<file path="src/design/lpcm_pkg.sv">
`timescale 1ns / 1ps
// ----------------------------------------------------------------------------
// lpcm_pkg: shared types and constants for the linear probe cell map
// Field widths, the action codes and the controller/datapath words.
// ----------------------------------------------------------------------------
package lpcm_pkg;

   localparam int KEY_W            = 30;
   localparam int VALUE_W          = 48;
   localparam int RECORD_W         = 20;
   localparam int TB_W             = 4;
   localparam int MIN_SLOT_BITS    = 10;
   localparam int RESET_TABLE_BITS = 10;

   // golden-ratio hashing multiplier
   localparam logic [31:0] HASH_MULT = 32'h9E37_79B1;

   typedef enum logic [1:0] {
      ACT_LOOKUP = 2'd0,
      ACT_INSERT = 2'd1,
      ACT_CLEAR  = 2'd2,
      ACT_NONE   = 2'd3
   } act_type;

   // controller -> datapath
   typedef struct packed {
      logic load;       // capture request word
      logic hash;       // probe pointer to home slot, count to zero
      logic step;       // probe pointer to next slot with wrap
      logic clr_start;  // sweep pointer to slot zero
      logic clr_write;  // empty slot at sweep pointer, advance
      logic ins_key;    // write key entry at probe pointer
      logic ins_data;   // write value and record at probe pointer
      logic rsp_fire;   // register a result word
      logic rsp_hit;
      logic rsp_data;   // return stored value and record
      logic rsp_full;
   } ctl_cmd_type;

   // datapath -> controller
   typedef struct packed {
      act_type act;
      logic    empty;       // slot read back is empty
      logic    match;       // slot read back holds the key
      logic    last_probe;  // probe count has covered the table in use
      logic    sweep_last;  // sweep pointer at the last slot
   } ctl_sts_type;

endpackage

</file>
<file path="src/design/lpcm_ctrl.sv">
`timescale 1ns / 1ps
// ----------------------------------------------------------------------------
// lpcm_ctrl: sequencer for the linear probe cell map
// Dispatches actions, walks the probe chain and runs the clearing sweep.
// ----------------------------------------------------------------------------
module lpcm_ctrl (
   input  logic                 clock,
   input  logic                 reset,
   input  logic                 start,
   output logic                 busy,
   input  lpcm_pkg::ctl_sts_type sts,
   output lpcm_pkg::ctl_cmd_type cmd
);
   import lpcm_pkg::*;

   typedef enum logic [2:0] {
      ST_BOOT,
      ST_SWEEP,
      ST_IDLE,
      ST_DISPATCH,
      ST_READ,
      ST_CHECK
   } state_type;

   state_type state_ff, state_in;
   logic      owed_ff, owed_in;   // sweep came from a clear action, answer it

   assign busy = (state_ff != ST_IDLE);

   always_comb begin
      cmd      = '0;
      state_in = state_ff;
      owed_in  = owed_ff;
      case (state_ff)
         ST_BOOT: begin
            cmd.clr_start = 1'b1;
            owed_in       = 1'b0;
            state_in      = ST_SWEEP;
         end
         ST_SWEEP: begin
            cmd.clr_write = 1'b1;
            if (sts.sweep_last) begin
               cmd.rsp_fire = owed_ff;
               state_in     = ST_IDLE;
            end
         end
         ST_IDLE: begin
            if (start) begin
               cmd.load = 1'b1;
               state_in = ST_DISPATCH;
            end
         end
         ST_DISPATCH: begin
            case (sts.act)
               ACT_LOOKUP, ACT_INSERT: begin
                  cmd.hash = 1'b1;
                  state_in = ST_READ;
               end
               ACT_CLEAR: begin
                  cmd.clr_start = 1'b1;
                  owed_in       = 1'b1;
                  state_in      = ST_SWEEP;
               end
               default: begin
                  cmd.rsp_fire = 1'b1;
                  state_in     = ST_IDLE;
               end
            endcase
         end
         ST_READ: begin
            state_in = ST_CHECK;
         end
         ST_CHECK: begin
            if (sts.empty) begin
               cmd.rsp_fire = 1'b1;
               cmd.ins_key  = (sts.act == ACT_INSERT);
               cmd.ins_data = (sts.act == ACT_INSERT);
               state_in     = ST_IDLE;
            end else if (sts.match) begin
               cmd.rsp_fire = 1'b1;
               cmd.rsp_hit  = 1'b1;
               cmd.ins_data = (sts.act == ACT_INSERT);
               cmd.rsp_data = (sts.act != ACT_INSERT);
               state_in     = ST_IDLE;
            end else if (sts.last_probe) begin
               cmd.rsp_fire = 1'b1;
               cmd.rsp_full = (sts.act == ACT_INSERT);
               state_in     = ST_IDLE;
            end else begin
               cmd.step = 1'b1;
               state_in = ST_READ;
            end
         end
         default: begin
            state_in = ST_BOOT;
         end
      endcase
   end

   always_ff @(posedge clock) begin
      if (reset) begin
         state_ff <= ST_BOOT;
         owed_ff  <= 1'b0;
      end else begin
         state_ff <= state_in;
         owed_ff  <= owed_in;
      end
   end

endmodule

</file>
<file path="config.mk">
export PLATFORM = sky130hd
export DESIGN_NAME = lpcm_ctrl
export DESIGN_NICKNAME = d
export VERILOG_FILES = /design/src/design/lpcm_pkg.sv /design/src/design/lpcm_ctrl.sv
export SDC_FILE = /design/constraint.sdc
export NUM_CORES = 1
export LEC_CHECK = 0
export BUFFER_PORTS_ARGS = -buffer_cell sky130_fd_sc_hd__buf_2
export CELL_PAD_IN_SITES_DETAIL_PLACEMENT = 2
export CELL_PAD_IN_SITES_GLOBAL_PLACEMENT = 2
export CORE_ASPECT_RATIO = 0.75
export CORE_MARGIN = 5
export CORE_UTILIZATION = 22
export DETAILED_ROUTE_END_ITERATION = 8
export HOLD_SLACK_MARGIN = 0.08
export PLACE_DENSITY_LB_ADDON = 0.15
export SETUP_SLACK_MARGIN = 0.02
export SYNTH_ARGS = -nofsm -noshare
export SYNTH_HDL_FRONTEND = slang
export SYNTH_SLANG_ARGS = --single-unit
</file>
<file path="constraint.sdc">
create_clock -name clock -period 1.3 [get_ports clock]
set_input_delay 0.26 -clock clock [delete_from_list [all_inputs] [get_ports clock]]
set_output_delay 0.26 -clock clock [all_outputs]
set_load 0.05 [all_outputs]
</file>
==> flow_summary_export.csv <==
group,metric,value,unit
power_and_ir_drop,swShare,41.7,%
cells_and_area,fin_cells,120,
detailed_routing,vias,606,
detailed_routing,drt_pass1_iterations,4,
critical_path,cp.required,1040,ps
placed_design,dp_hpwl,1320,µm
critical_path,cp_slowest_cell,"dfxtp_4",
logic_synthesis,synth_nets,57,
global_routing,grt_pass1_wl,3460,µm
timing,fin_crit_sh,135,%
power_and_ir_drop,p_seq_share,19.7,%
run_status,outcome,"complete, but fails checks",
detailed_routing,post_drt_wl_per_cell,23.3,µm
clocking,cts_hold_buf,0,
power_and_ir_drop,totalPowerFinal,0.742,mW
clocking,cts_tree,"built",
critical_path,critPathMaxStageDelay,340,ps
die,initial_utilization,22.9,%
power_and_ir_drop,p_comb_share,55.4,%
global_routing,grtUsageTotal,18.1,%
logic_synthesis,ys_seq_area_share,20.3,%
power_and_ir_drop,vdd_drop_max,359,µV
die,row_count,13,
detailed_routing,ant_nets,0,
cells_and_area,drive_gt1_share,81.6,%
global_routing,antenna_found_initial,0,
critical_path,path_max_fanout,4,
logic_synthesis,synth_area,394,µm²
run_status,violations,"setup timing",
critical_path,r2r_cells,6,
cells_and_area,nets,109,
clocking,path_clk_slew,40,ps
placed_design,pre_cts_ws,-314,ps
detailed_routing,drt_iter0_drc,13,
logic_synthesis,syn_inst,48,
critical_path,arrival,1490,ps
clocking,cts.htree.levels,1,
power_and_ir_drop,p_clk_share,24.9,%
cells_and_area,area_delta_synth_final,153,%
global_routing,grt_max_degree,8,
min_path,hold_path.class,"in2reg",
critical_path,worstPathCellList,"nand3b_4, nor3b_4, and3_4, buf_8",
flow_run,drv_cap,0,
placed_design,gp_congestion,0.708,
global_routing,grt_pass1_vias,656,
die,die_h,46.7,µm
critical_path,end_kind,"output pin",
clocking,clk_path_buf_depth,2,
timing,final-setup-viol-count,14,
cells_and_area,fin_area,998,µm²
logic_synthesis,synth_seq_cells,4,
timing,setup_tns,-4170,ps
min_path,whs_path_depth,2,
timing,worst_slack,-449,ps
timing,tightest_slew,418,ps
logic_synthesis,ys_warn_count,0,
power_and_ir_drop,power.internal,0.432,mW
die,core,1720,µm²
timing,fmax,572,MHz
placed_design,placedInstanceArea,673,µm²
critical_path,crit_type,"reg2out",
clocking,clock_sinks,4,
clocking,clk_latency,260,ps
timing,hold_viol,0,
power_and_ir_drop,power.leakage,0.504,nW
power_and_ir_drop,switchingPower,0.310,mW
global_routing,overflow,0,
placed_design,dp_cells,104,
timing,skew,2.26,ps
timing,fin_crit,1750,ps
timing,rsz0062_at_grt,"yes",
detailed_routing,post-route-drc-count,0,
logic_synthesis,syn_avg_cell_area,8.21,µm²
detailed_routing,avgViaCountPerCell,5.05,
detailed_routing,routed_wl,2800,µm
clocking,root_buffer,"clkbuf_4",
timing,slew_headroom,71.9,%
timing,timing.hold.ws,240,ps
die,die-area,2750,µm²
clocking,cts_buffers,3,
die,io_pins,21,
logic_synthesis,synth.distinct_cells,25,
die,die_width,58.9,µm
cells_and_area,diodes,0,
placed_design,portBuffers,20,
cells_and_area,fin_util,57.9,%
timing,drv_slew,0,
power_and_ir_drop,p_per_area,743,nW/µm²
critical_path,start_kind,"flop",
-- per-layer routing --
layer,wire [µm],vias up,GRT usage [%]
li1,-,280,-
met1,1230,302,21.3
met2,1380,18,32.4
met3,148,6,4.48
met4,46,0,5.43
met5,0,-,0
-- what timing repair did --
action                     4_1_cts  5_1_grt
resized for setup               50       11
pin swaps                       10       11
setup endpoints to repair       13       15
setup buffers                    8        5
hold endpoints to repair         0        0
-- layout by cell type, fill, tap and decap left out, types with 2 or more instances in the layout --
master,n
buf_4,23
a21oi_2,2
buf_8,7
nand2_1,2
clkbuf_4,3
inv_2,2
and3_4,2
o211a_1,3
nor2_4,2
inv_1,2
dfxtp_4,3
nor3b_4,3
buf_6,12
nor2_1,2
buf_2,8
a21oi_1,3
-- worst max-delay path, delay by kind of cell (launching register included) --
family | cells | cell delay [ps]
simple gates | 3 | 740
flops | 1 | 340
buf+inv | 1 | 140
-- cells by family (layout without fill, tap and decap cells) --
| group | after synthesis | count (layout) | share of synthesized area [%] |
|---|---|---|---|
| compound gates | 16 | 16 | 27.9 |
| buf+inv | 7 | 57 | 10.5 |
| flops | 4 | 4 | 20.3 |
| simple gates | 21 | 21 | 41.3 |
-- power by group through the flow --
stage	registers [mW]	clock network, mW	logic [mW]
final	0.146	0.185	0.411
after global routing	0.147	0.199	0.429
after CTS	0.144	0.180	0.347
after detailed placement	0.148	0	0.256
after global placement	0.147	0	0.251
after floorplan	0.139	0	0.162
-- final cells by class --
type	count	area, µm²
Sequential cell	4	91.3
Timing Repair Buffer	50	453
Inverter	4	15.0
Multi-Input combinational cell	37	389
Clock buffer	3	22.5
Fill cell	172	726
Tap cell	22	27.5
-- final timing paths --
| kind | from | slack [ps] | end |
|---|---|---|---|
| max | state_ff[1]$_SDFFE_PP0P_ | -450 | cmd[0] |
| min reg2reg | owed_ff$_SDFFE_PP0P_ | 570 | owed_ff$_SDFFE_PP0P_ |
| min | reset | 240 | state_ff[0]$_SDFFE_PP0P_ |
| max reg2reg | state_ff[0]$_SDFFE_PP0P_ | -70 | owed_ff$_SDFFE_PP0P_ |
-- Yosys cell counts, drive strengths merged --
cell     n  area [µm²]
a21boi   1        7.51
a21oi    6        30.0
a22oi    1        7.51
a2bb2oi  1        8.76
and2     1        6.26
and2b    1        7.51
and3     2        12.5
and3b    1        8.76
and4bb   1        12.5
buf      3        26.3
dfxtp    4        80.1
inv      4        15.0
nand2    2        7.51
nand3b   2        27.5
nor2     5        18.8
nor2b    1        6.26
nor3     1        5.00
nor3b    3        37.5
nor4     1        12.5
o211a    3        30.0
o21ai    2        10.0
o31ai    1        7.51
o41ai    1        8.76
-- state kept, by name, summed over array words and instances, names as in the netlist --
name,flops
state_ff,3
owed_ff,1
Power figures use the tool's default switching activity.
